<file path="config.mk">
export PLATFORM = sky130hd
export DESIGN_NAME = sha1_message_hasher
export DESIGN_NICKNAME = d
export VERILOG_FILES = /design/src/rtl/sha1mh_pkg.sv /design/src/rtl/sha1mh_dp.sv /design/src/rtl/sha1mh_ctrl.sv /design/src/rtl/sha1_message_hasher.sv
export SDC_FILE = /design/constraint.sdc
export NUM_CORES = 2
export LEC_CHECK = 0
export BUFFER_PORTS_ARGS = -buffer_cell sky130_fd_sc_hd__buf_2
export CAP_MARGIN = 40
export CORE_AREA = 3 3 252 440
export CTS_CLUSTER_SIZE = 12
export DETAILED_ROUTE_END_ITERATION = 16
export DIE_AREA = 0 0 255 443
export HOLD_SLACK_MARGIN = 0.02
export PLACE_DENSITY = 0.64
export SLEW_MARGIN = 20
export SYNTH_ARGS = -nofsm -noshare
export SYNTH_HDL_FRONTEND = slang
export SYNTH_SLANG_ARGS = --single-unit
</file>
<file path="constraint.sdc">
create_clock -name clk -period 29.5 [get_ports clk]
set_input_delay 1.475 -clock clk [delete_from_list [all_inputs] [get_ports clk]]
set_output_delay 1.475 -clock clk [all_outputs]
set_load 0.01 [all_outputs]
</file>
<file path="src/rtl/sha1mh_pkg.sv">
// SHA-1 message hasher package: item types, controller command and status
// structs, and the SHA-1 initial values and round constants.
// No dependencies.
package sha1mh_pkg;

  localparam int unsigned WORD_W    = 32;
  localparam int unsigned NUM_WORDS = 5;
  localparam int unsigned ROUNDS    = 80;

  localparam logic [5:0] POS_BLOCK_END = 6'd63;
  localparam logic [5:0] POS_LEN_START = 6'd56;

  localparam logic [6:0] ROUND_LAST = 7'(ROUNDS - 1);
  localparam logic [2:0] LEN_LAST   = 3'd7;
  localparam logic [2:0] WORD_LAST  = 3'(NUM_WORDS - 1);

  localparam logic [7:0] PAD_BYTE = 8'h80;

  localparam logic [31:0] H_INIT0 = 32'h67452301;
  localparam logic [31:0] H_INIT1 = 32'hEFCDAB89;
  localparam logic [31:0] H_INIT2 = 32'h98BADCFE;
  localparam logic [31:0] H_INIT3 = 32'h10325476;
  localparam logic [31:0] H_INIT4 = 32'hC3D2E1F0;

  localparam logic [31:0] K_0_19  = 32'h5A827999;
  localparam logic [31:0] K_20_39 = 32'h6ED9EBA1;
  localparam logic [31:0] K_40_59 = 32'h8F1BBCDC;
  localparam logic [31:0] K_60_79 = 32'hCA62C1D6;

  typedef struct packed {
    logic [7:0] msg_byte;
    logic       byte_present;
    logic       last_byte;
  } msg_item_t;

  typedef struct packed {
    logic [31:0] digest_word;
    logic [2:0]  word_index;
    logic        last_word;
  } dig_item_t;

  typedef enum logic [1:0] {
    BSEL_MSG,
    BSEL_PAD,
    BSEL_ZERO,
    BSEL_LEN
  } byte_sel_t;

  typedef struct packed {
    logic      push;
    byte_sel_t byte_sel;
    logic [2:0] len_idx;
    logic      load_wv;
    logic      round_en;
    logic [6:0] round_idx;
    logic      add_chain;
    logic      restart;
    logic [2:0] out_idx;
  } sha1mh_cmd_t;

  typedef struct packed {
    logic [5:0] pos;
  } sha1mh_status_t;

endpackage

</file>
<file path="src/rtl/sha1mh_dp.sv">
// SHA-1 datapath: 512-bit block window doubling as schedule shift line,
// working variables, chaining words and the message byte counter.
// Depends on sha1mh_pkg.
module sha1mh_dp (
  input  logic                       clk,
  input  logic                       rst,
  input  sha1mh_pkg::sha1mh_cmd_t    cmd,
  input  logic [7:0]                 msg_byte,
  output sha1mh_pkg::sha1mh_status_t status,
  output sha1mh_pkg::dig_item_t      dig_item
);
  import sha1mh_pkg::*;

  logic [511:0] window;
  logic [5:0]   pos;
  logic [63:0]  byte_count;
  logic [31:0]  chain [NUM_WORDS];
  logic [31:0]  wa, wb, wc, wd, we;

  logic [63:0]  bit_len;
  logic [7:0]   push_byte;
  logic [31:0]  w0, w2, w8, w13, sched_x, sched_new;
  logic [31:0]  f, k, t;

  function automatic logic [31:0] rotl(input logic [31:0] v, input int unsigned s);
    rotl = (v << s) | (v >> (32 - s));
  endfunction

  assign bit_len = {byte_count[60:0], 3'b000};

  always_comb begin
    case (cmd.byte_sel)
      BSEL_MSG:  push_byte = msg_byte;
      BSEL_PAD:  push_byte = PAD_BYTE;
      BSEL_ZERO: push_byte = 8'h00;
      BSEL_LEN:  push_byte = bit_len[8'(63) - {2'b00, cmd.len_idx, 3'b000} -: 8];
      default:   push_byte = 8'h00;
    endcase
  end

  assign w0  = window[511 -: 32];
  assign w2  = window[447 -: 32];
  assign w8  = window[255 -: 32];
  assign w13 = window[95 -: 32];
  assign sched_x   = w13 ^ w8 ^ w2 ^ w0;
  assign sched_new = rotl(sched_x, 1);

  always_comb begin
    if (cmd.round_idx < 7'd20) begin
      f = (wb & wc) | (~wb & wd);
      k = K_0_19;
    end else if (cmd.round_idx < 7'd40) begin
      f = wb ^ wc ^ wd;
      k = K_20_39;
    end else if (cmd.round_idx < 7'd60) begin
      f = (wb & wc) | (wb & wd) | (wc & wd);
      k = K_40_59;
    end else begin
      f = wb ^ wc ^ wd;
      k = K_60_79;
    end
  end

  assign t = rotl(wa, 5) + f + we + k + w0;

  always_ff @(posedge clk) begin
    if (cmd.push) begin
      window <= {window[503:0], push_byte};
    end else if (cmd.round_en) begin
      window <= {window[479:0], sched_new};
    end
    if (cmd.load_wv) begin
      wa <= chain[0];
      wb <= chain[1];
      wc <= chain[2];
      wd <= chain[3];
      we <= chain[4];
    end else if (cmd.round_en) begin
      wa <= t;
      wb <= wa;
      wc <= rotl(wb, 30);
      wd <= wc;
      we <= wd;
    end
  end

  always_ff @(posedge clk) begin
    if (rst || cmd.restart) begin
      pos        <= '0;
      byte_count <= '0;
      chain[0]   <= H_INIT0;
      chain[1]   <= H_INIT1;
      chain[2]   <= H_INIT2;
      chain[3]   <= H_INIT3;
      chain[4]   <= H_INIT4;
    end else begin
      if (cmd.push) begin
        pos <= pos + 6'd1;
        if (cmd.byte_sel == BSEL_MSG) begin
          byte_count <= byte_count + 64'd1;
        end
      end
      if (cmd.add_chain) begin
        chain[0] <= chain[0] + wa;
        chain[1] <= chain[1] + wb;
        chain[2] <= chain[2] + wc;
        chain[3] <= chain[3] + wd;
        chain[4] <= chain[4] + we;
      end
    end
  end

  assign status.pos = pos;

  always_comb begin
    case (cmd.out_idx)
      3'd0:    dig_item.digest_word = chain[0];
      3'd1:    dig_item.digest_word = chain[1];
      3'd2:    dig_item.digest_word = chain[2];
      3'd3:    dig_item.digest_word = chain[3];
      3'd4:    dig_item.digest_word = chain[4];
      default: dig_item.digest_word = chain[4];
    endcase
    dig_item.word_index = cmd.out_idx;
    dig_item.last_word  = (cmd.out_idx == WORD_LAST);
  end

endmodule

</file>
<file path="src/rtl/sha1mh_ctrl.sv">
// SHA-1 controller: byte intake, padding and length sequencing, round count
// and digest output handshake.
// Depends on sha1mh_pkg.
module sha1mh_ctrl (
  input  logic                       clk,
  input  logic                       rst,
  input  logic                       msg_valid,
  output logic                       msg_stall,
  input  logic                       byte_present,
  input  logic                       last_byte,
  output logic                       dig_valid,
  input  logic                       dig_stall,
  input  sha1mh_pkg::sha1mh_status_t status,
  output sha1mh_pkg::sha1mh_cmd_t    cmd
);
  import sha1mh_pkg::*;

  typedef enum logic [2:0] {
    ST_IDLE,
    ST_ROUND,
    ST_FIN,
    ST_PAD,
    ST_LEN,
    ST_OUT
  } state_t;

  state_t     state;
  logic [6:0] round;
  logic [2:0] lidx;
  logic [2:0] oidx;
  logic       pad_pend;
  logic       len_done;
  logic       first_done;

  logic       block_end;

  assign block_end = (status.pos == POS_BLOCK_END);
  assign msg_stall = (state != ST_IDLE);
  assign dig_valid = (state == ST_OUT);

  always_comb begin
    cmd = '0;
    cmd.byte_sel  = BSEL_MSG;
    cmd.len_idx   = lidx;
    cmd.round_idx = round;
    cmd.out_idx   = oidx;
    case (state)
      ST_IDLE: begin
        cmd.push = msg_valid && byte_present;
      end
      ST_ROUND: begin
        cmd.round_en = 1'b1;
      end
      ST_FIN: begin
        cmd.add_chain = 1'b1;
      end
      ST_PAD: begin
        if (!first_done) begin
          cmd.push     = 1'b1;
          cmd.byte_sel = BSEL_PAD;
        end else if (status.pos != POS_LEN_START) begin
          cmd.push     = 1'b1;
          cmd.byte_sel = BSEL_ZERO;
        end
      end
      ST_LEN: begin
        cmd.push     = 1'b1;
        cmd.byte_sel = BSEL_LEN;
      end
      ST_OUT: begin
        cmd.restart = !dig_stall && (oidx == WORD_LAST);
      end
      default: begin
        cmd = '0;
      end
    endcase
    cmd.load_wv = cmd.push && block_end;
  end

  always_ff @(posedge clk) begin
    if (rst) begin
      state      <= ST_IDLE;
      round      <= '0;
      lidx       <= '0;
      oidx       <= '0;
      pad_pend   <= 1'b0;
      len_done   <= 1'b0;
      first_done <= 1'b0;
    end else begin
      case (state)
        ST_IDLE: begin
          if (msg_valid) begin
            first_done <= 1'b0;
            len_done   <= 1'b0;
            pad_pend   <= last_byte;
            if (byte_present && block_end) begin
              state <= ST_ROUND;
              round <= '0;
            end else if (last_byte) begin
              state <= ST_PAD;
            end
          end
        end
        ST_ROUND: begin
          round <= round + 7'd1;
          if (round == ROUND_LAST) begin
            state <= ST_FIN;
          end
        end
        ST_FIN: begin
          if (len_done) begin
            state <= ST_OUT;
            oidx  <= '0;
          end else if (pad_pend) begin
            state <= ST_PAD;
          end else begin
            state <= ST_IDLE;
          end
        end
        ST_PAD: begin
          if (!first_done) begin
            first_done <= 1'b1;
            if (block_end) begin
              state <= ST_ROUND;
              round <= '0;
            end
          end else if (status.pos == POS_LEN_START) begin
            state <= ST_LEN;
            lidx  <= '0;
          end else if (block_end) begin
            state <= ST_ROUND;
            round <= '0;
          end
        end
        ST_LEN: begin
          lidx <= lidx + 3'd1;
          if (lidx == LEN_LAST) begin
            state    <= ST_ROUND;
            round    <= '0;
            len_done <= 1'b1;
          end
        end
        ST_OUT: begin
          if (!dig_stall) begin
            if (oidx == WORD_LAST) begin
              state    <= ST_IDLE;
              oidx     <= '0;
              pad_pend <= 1'b0;
              len_done <= 1'b0;
            end else begin
              oidx <= oidx + 3'd1;
            end
          end
        end
        default: begin
          state <= ST_IDLE;
        end
      endcase
    end
  end

endmodule

</file>
<file path="src/rtl/sha1_message_hasher.sv">
// SHA-1 message hasher top level: controller and datapath.
// Depends on sha1mh_pkg, sha1mh_ctrl, sha1mh_dp.
//
//   channel  | handshake            | payload
//   ---------+----------------------+-------------------------------
//   msg      | msg_valid/msg_stall  | msg_item: one message byte
//   dig      | dig_valid/dig_stall  | dig_item: one digest word
//
// A byte item is taken while idle; the byte that fills a 64-byte block adds
// the 80 rounds and an add into the chaining words.
// A last item adds padding (the pad byte, zero bytes up to the length field, an
// idle step before the length, the 8 length bytes, one or two compressions),
// then five digest items, one per cycle without stall.
// rst is synchronous; it loads the initial chaining words and clears the count.
// msg_stall is high whenever an item is in progress; dig_stall holds the word.
module sha1_message_hasher (
  input  logic                  clk,
  input  logic                  rst,
  input  logic                  msg_valid,
  output logic                  msg_stall,
  input  sha1mh_pkg::msg_item_t msg_item,
  output logic                  dig_valid,
  input  logic                  dig_stall,
  output sha1mh_pkg::dig_item_t dig_item
);
  import sha1mh_pkg::*;

  sha1mh_cmd_t    cmd;
  sha1mh_status_t status;

  sha1mh_ctrl u_ctrl (
    .clk          (clk),
    .rst          (rst),
    .msg_valid    (msg_valid),
    .msg_stall    (msg_stall),
    .byte_present (msg_item.byte_present),
    .last_byte    (msg_item.last_byte),
    .dig_valid    (dig_valid),
    .dig_stall    (dig_stall),
    .status       (status),
    .cmd          (cmd)
  );

  sha1mh_dp u_dp (
    .clk      (clk),
    .rst      (rst),
    .cmd      (cmd),
    .msg_byte (msg_item.msg_byte),
    .status   (status),
    .dig_item (dig_item)
  );

endmodule
</file>
# Word level (Yosys, flattened, before mapping)
# Memories as Yosys holds them, arrays and structs flattened.
# Cells that the tools add are included.
# Widths: inputs -> output; s select.
word_totals:
  ramBits: 160
  out_inout_bits: 38
  memories: 1
  register_bits: 761
  elab_cells: 187
op_classes:
  n_mux: 75
  magnitude_cmp: 3
  eq_ne: 29
  add_sub_neg: 15
  n_reduce_logical: 27
  shift: 1
  n_bitwise: 21
memory_table:
  columns: ["memory", "depth", "width", "rd", "rd_ports_with_merged_regs", "write_ports", "line_no", "text"]
  rows:
  - ["u_dp.chain", 5, 32, 5, 0, 5, "sha1mh_dp.sv:17", "logic [31:0] chain [NUM_WORDS];"]
ops:
  columns: ["op", "count"]
  rows:
  - ["$mux 512", 2]
  - ["$mux 32", 20]
  - ["$add 32x32->32", 9]
  - ["$xor 32x32->32", 5]
  - ["$and 32x32->32", 4]
  - ["$pmux 32 s4", 1]
  - ["$or 32x32->32", 3]
  - ["$shiftx 71x9->8", 1]
  - ["$add 64x1->64 const B", 1]
  - ["$mux 3", 19]
  - ["$mux 7", 7]
  - ["$not 32->32", 1]
  - ["$or 32x1->32", 1]
  - ["$or 32x30->32", 1]
  - ["$or 32x5->32", 1]
  - ["$pmux 8 s4", 1]
  - ["$mux 31", 1]
  - ["$pmux 7 s4", 1]
  - ["$pmux 3 s6", 1]
  - ["$eq 3x3->1 const B", 5]
  - ["$lt 7x6->1 const B", 2]
  - ["$ne 2x1->1 const B", 7]
  - ["$mux 1", 13]
  - ["$eq 3x2->1 const B", 4]
  - ["other kinds (35)", 60]

# Longest topological paths before layout
logic_depth:
  ltp_word: 13
  ltp_mapped: 28
  mapped_depth_nobuf: 25

# Modules after synthesis
# From an unflattened synthesis, not the netlist that was laid out.
unflattened:
  hier_cells: 4261
  hier_area_um2: 53119.7
by_module_without_submodules:
  columns: ["module", "cells_per_inst", "seq_area_each_um2", "instances", "area_per_inst_um2"]
  rows:
  - ["sha1mh_dp", 4096, 26325.2, 1, 51843.5]
  - ["sha1mh_ctrl", 165, 380.4, 1, 1276.2]

# Least setup slack after synthesis
# Ideal clock, no wire load.
synth_path:
  path_type: "input to register"
  from: "input port msg_valid"
  to: "register u_dp.window[0] (enable)"
  t_arrival_ns: 10.853
  path_slack_ns: 14.969
  setup_time_ns: 3.678
  n_path_buf: 3
  cell_stages: 6
  cell_sequence: "a21oi_1 > o31a_1 > clkbuf_1 > clkbuf_1 > clkbuf_1 > nand2_1"
synth_between:
  elab_chain_len: 3
synth_lines:
  columns: ["item", "line_no", "text"]
  rows:
  - ["from (decl)", "sha1_message_hasher.sv:19", "input logic msg_valid,"]
  - ["$logic_and 1x1->1", "sha1mh_ctrl.sv:49", "cmd.push = msg_valid && byte_present;"]
  - ["$pmux 1 s3", "sha1mh_ctrl.sv:47", "case (state)"]
  - ["$reduce_bool 2->1 (no line)", null, null]
  - ["to (signal assigned)", "sha1mh_dp.sv:68", "window <= {window[503:0], push_byte};"]
  - ["to (signal assigned)", "sha1mh_dp.sv:70", "window <= {window[479:0], sched_new};"]
  - ["to (decl)", "sha1mh_dp.sv:14", "logic [511:0] window;"]
# No other way between the ends.
# A chain may end at the register's enable or synchronous reset.

# Worst setup path after layout
layout_path:
  from: "register u_ctrl.state[1]"
  to: "register u_dp.wa[30] (data pin)"
layout_between:
  elab_chain_len: 13
  word_cells_on_any_way: 25
  cone_classes: "add/sub: 4; order compare: 3; eq/ne: 5; mux: 10; reduce/logical: 3"
layout_lines:
  columns: ["item", "line_no", "text"]
  rows:
  - ["from (decl)", "sha1mh_ctrl.sv:27", "state_t state;"]
  - ["from (signal assigned)", "sha1mh_ctrl.sv:82", "state <= ST_IDLE;"]
  - ["from (signal assigned)", "sha1mh_ctrl.sv:97", "state <= ST_ROUND;"]
  - ["from (signal assigned)", "sha1mh_ctrl.sv:100", "state <= ST_PAD;"]
  - ["$eq 3x3->1, or another cell as far along", "sha1mh_ctrl.sv:47", null]
  - ["$reduce_or 6->1 (no line)", null, null]
  - ["$mux 7", "sha1mh_ctrl.sv:47", null]
  - ["$lt 7x6->1", "sha1mh_dp.sv:55", "end else if (cmd.round_idx < 7'd60) begin"]
  - ["$mux 32", "sha1mh_dp.sv:55", null]
  - ["$mux 32", "sha1mh_dp.sv:52", "end else if (cmd.round_idx < 7'd40) begin"]
  - ["$mux 32", "sha1mh_dp.sv:49", "if (cmd.round_idx < 7'd20) begin"]
  - ["$add 32x32->32 (4 in a row)", "sha1mh_dp.sv:64", "assign t = rotl(wa, 5) + f + we + k + w0;"]
  - ["$mux 32", "sha1mh_dp.sv:78", "end else if (cmd.round_en) begin"]
  - ["$mux 32 *", "sha1mh_dp.sv:72", "if (cmd.load_wv) begin"]
  - ["to (signal assigned)", "sha1mh_dp.sv:73", "wa <= chain[0];"]
  - ["to (signal assigned)", "sha1mh_dp.sv:79", "wa <= t;"]
  - ["to (decl)", "sha1mh_dp.sv:18", "logic [31:0] wa, wb, wc, wd, we;"]
# Every way passes the cells marked *; elsewhere a longest branch is shown, timed or not. The select of a mux whose other input is x is not followed.

==> results.cfg <==
[clocking]
root_buffer = clkbuf_16
cts_setup_buffers = 0
cts_tree = yes
numCtsBuffers = 92
cts-resized-gates = 0
cts_hold_buf = 0
clock_latency_ns = 0.71
clock_path_buffers = 3
cts.sinks = 918
cts-htree-levels = 3
clk_pin_slew_worst_paths_ns = 0.07

[detailed_routing]
vias = 39200
drt-total-wl_um = 144000
ant_nets = 0
wl_per_cell_um = 20.7
viasPerCell = 5.65
drc = 0
firstDrtPassIters = 5
drt_iter0_markers = 2823

[critical_path]
cp_data_arrival_time_ns = 7.86
critical_path.max_stage_delay_ns = 0.76
crit_path_end_kind = register
critPathRequiredTime_ns = 29.94
path_common_cell = inv_1
criticalPathCategory = register to register
cp_slowest_cell = dfxtp_1
startpoint_type = register
path_max_fanout = 20

[yosys]
synthFlopType = edfxtp_1
synth.net_count = 5863
syn_avg_cell_area_um2 = 9.54
ys_warn_count = 0
synth_seq_cells = 918
yosysSeqAreaShare_pct = 50.7
synth-edff-count = 832
netlist_area_um2 = 52700
async_flop_share_pct = 0
netlist_instances = 5522
synth.distinct_cells = 79

[sta]
fin_setup_tns_ns = 0
period_minus_slack_ns = 7.42
worst_pin_slew_ns = 1.11
slew_viol_final = 0
timing.final.crit_share_pct = 25.1
relSlewSlack_pct = 26.3
hold_violations = 0
clock.fmax_mhz = 135
skew_ns = 0.0280
setup_viol = 0
rsz0062_at_grt = false

[layout]
drive_above_1_share_pct = 4.81
regArea_um2 = 26700
multiInputGateArea_um2 = 24100
layout_commonest_cell = nand2_1
mostFrequentLayoutCells = nand2_1 (1911), edfxtp_1 (832), nor2_1 (334)
fillerInstances = 9647
nets = 5851
area_growth_pct = 8.90

[global_routing]
grt_use_met2_pct = 45.5
grt.overflow.total = 0
antenna_found_initial = 5
grtUsageMet3_pct = 2.97
grt_pass1_wl_um = 223000
grt-busiest-layer = met2
gr-usage-all-layers_pct = 25.5
grt_max_degree = 247
met1_usage_pct = 29.0
grt_pass1_vias = 39500

[placed_design]
hpwl_um = 103000
place_congestion = 0.931
port_buffers = 51

[floorplan]
core-area_um2 = 107000
start_util_pct = 49.0
dieWidth_um = 255
die_h_um = 443
core.rowCount = 159
io_pins = 52
die_area_um2 = 113000

[min_path]
hp-class = register to register

[flow_run]
drv_cap = 0

[status]
outcome = finished clean
[worst paths after layout]
kind,from,end,slack [ns],depth (start not counted)
setup / recovery,u_ctrl.state[1],u_dp.wa[30],22.08,28
hold / removal,u_dp.status[1],u_dp.status[1],0.49,2
setup reg to reg,u_ctrl.state[1],u_dp.wa[30],22.08,28
hold reg to reg,u_dp.status[1],u_dp.status[1],0.49,2
[per-stage QoR]
| step | worst slack [ns] | std cells | hold WS, ns | utilization [%] | area, um2 |
|---|---|---|---|---|---|
| CTS | 22.08 | 6933 | 0.501 | 53.3 | 57200 |
| detailed placement | 22.14 | 6779 | 0.492 | 50.8 | 54600 |
| floorplan | 14.97 | 5522 | 0.462 | - | 52700 |
| global route | 21.58 | 6939 | 0.523 | 53.4 | 57300 |
| global placement | 22.07 | 6765 | 0.476 | 50.5 | 54300 |
| finish | 22.08 | 6941 | 0.495 | 53.4 | 57300 |
[cells in the mapped netlist (all sizes together), types with 54 or more instances]
| master | instances | share of area [%] |
|---|---|---|
| a21o | 75 | 1.1 |
| dfxtp | 86 | 3.3 |
| a21oi | 181 | 1.7 |
| nor2 | 335 | 2.4 |
| nand3 | 54 | 0.51 |
| nand2 | 1915 | 14 |
| inv | 285 | 2.0 |
| a22oi | 74 | 1.1 |
| fa | 119 | 4.5 |
| edfxtp | 832 | 47 |
| nor3 | 55 | 0.54 |
| xnor2 | 197 | 3.3 |
| o21ai | 230 | 2.2 |
| xor2 | 122 | 2.0 |
| ha | 208 | 4.9 |
| clkbuf | 209 | 1.5 |
[cell families after synthesis]
logic type	Yosys count	share of synthesized area, %
AOI/OAI and AO/OA	842	10.2
xor gates and xnor gates	319	5.31
adders and majority gates	327	9.47
buffers and inverters	507	3.64
DFF	918	50.7
muxes	50	1.05
and+or+nand+nor	2559	19.6
[flip-flops by register name, indices dropped and copies added, names as in the netlist]
name               count
u_dp.we               32
u_ctrl.round           7
u_dp.status            6
u_ctrl.state           3
u_dp.chain           160
u_dp.wc               32
u_dp.byte_count       61
u_ctrl.lidx            3
u_ctrl.first_done      1
u_ctrl.pad_pend        1
u_dp.wd               32
u_dp.wa               32
u_dp.wb               32
u_dp.window          512
u_ctrl.oidx            3
u_ctrl.len_done        1
[metal layers]
metal	vias up	routed length (um)
met5	-	27
met4	4	9460
met3	370	6010
met2	1007	74100
met1	19000	54100
li1	18800	-
[layout make-up]
cell class                 count  share of cell area [%]
antenna                        3                  0.0131
clock buffer                 133                    4.32
clock inverter                21                   0.367
inverter                     285                    1.87
multi-input combinational   4097                    42.1
sequential                   918                    46.6
tap                         1368                    2.98
timing repair buffer         116                    1.79
[critical path: cells and delay by family, from the launching register on]
kind                     cells  cell delay (ns)
buffers and inverters        9             1.42
AND/OR/NAND/NOR              6             0.99
adder cells (fa/ha/maj)      4             1.85
XOR/XNOR                     1             0.18
flip-flops                   1             0.76
AO/OA/AOI/OAI                8             1.90
Power is left out: the tool's default activity adds up to more than one toggle a clock period on the data nets, which glitch-free logic cannot reach.
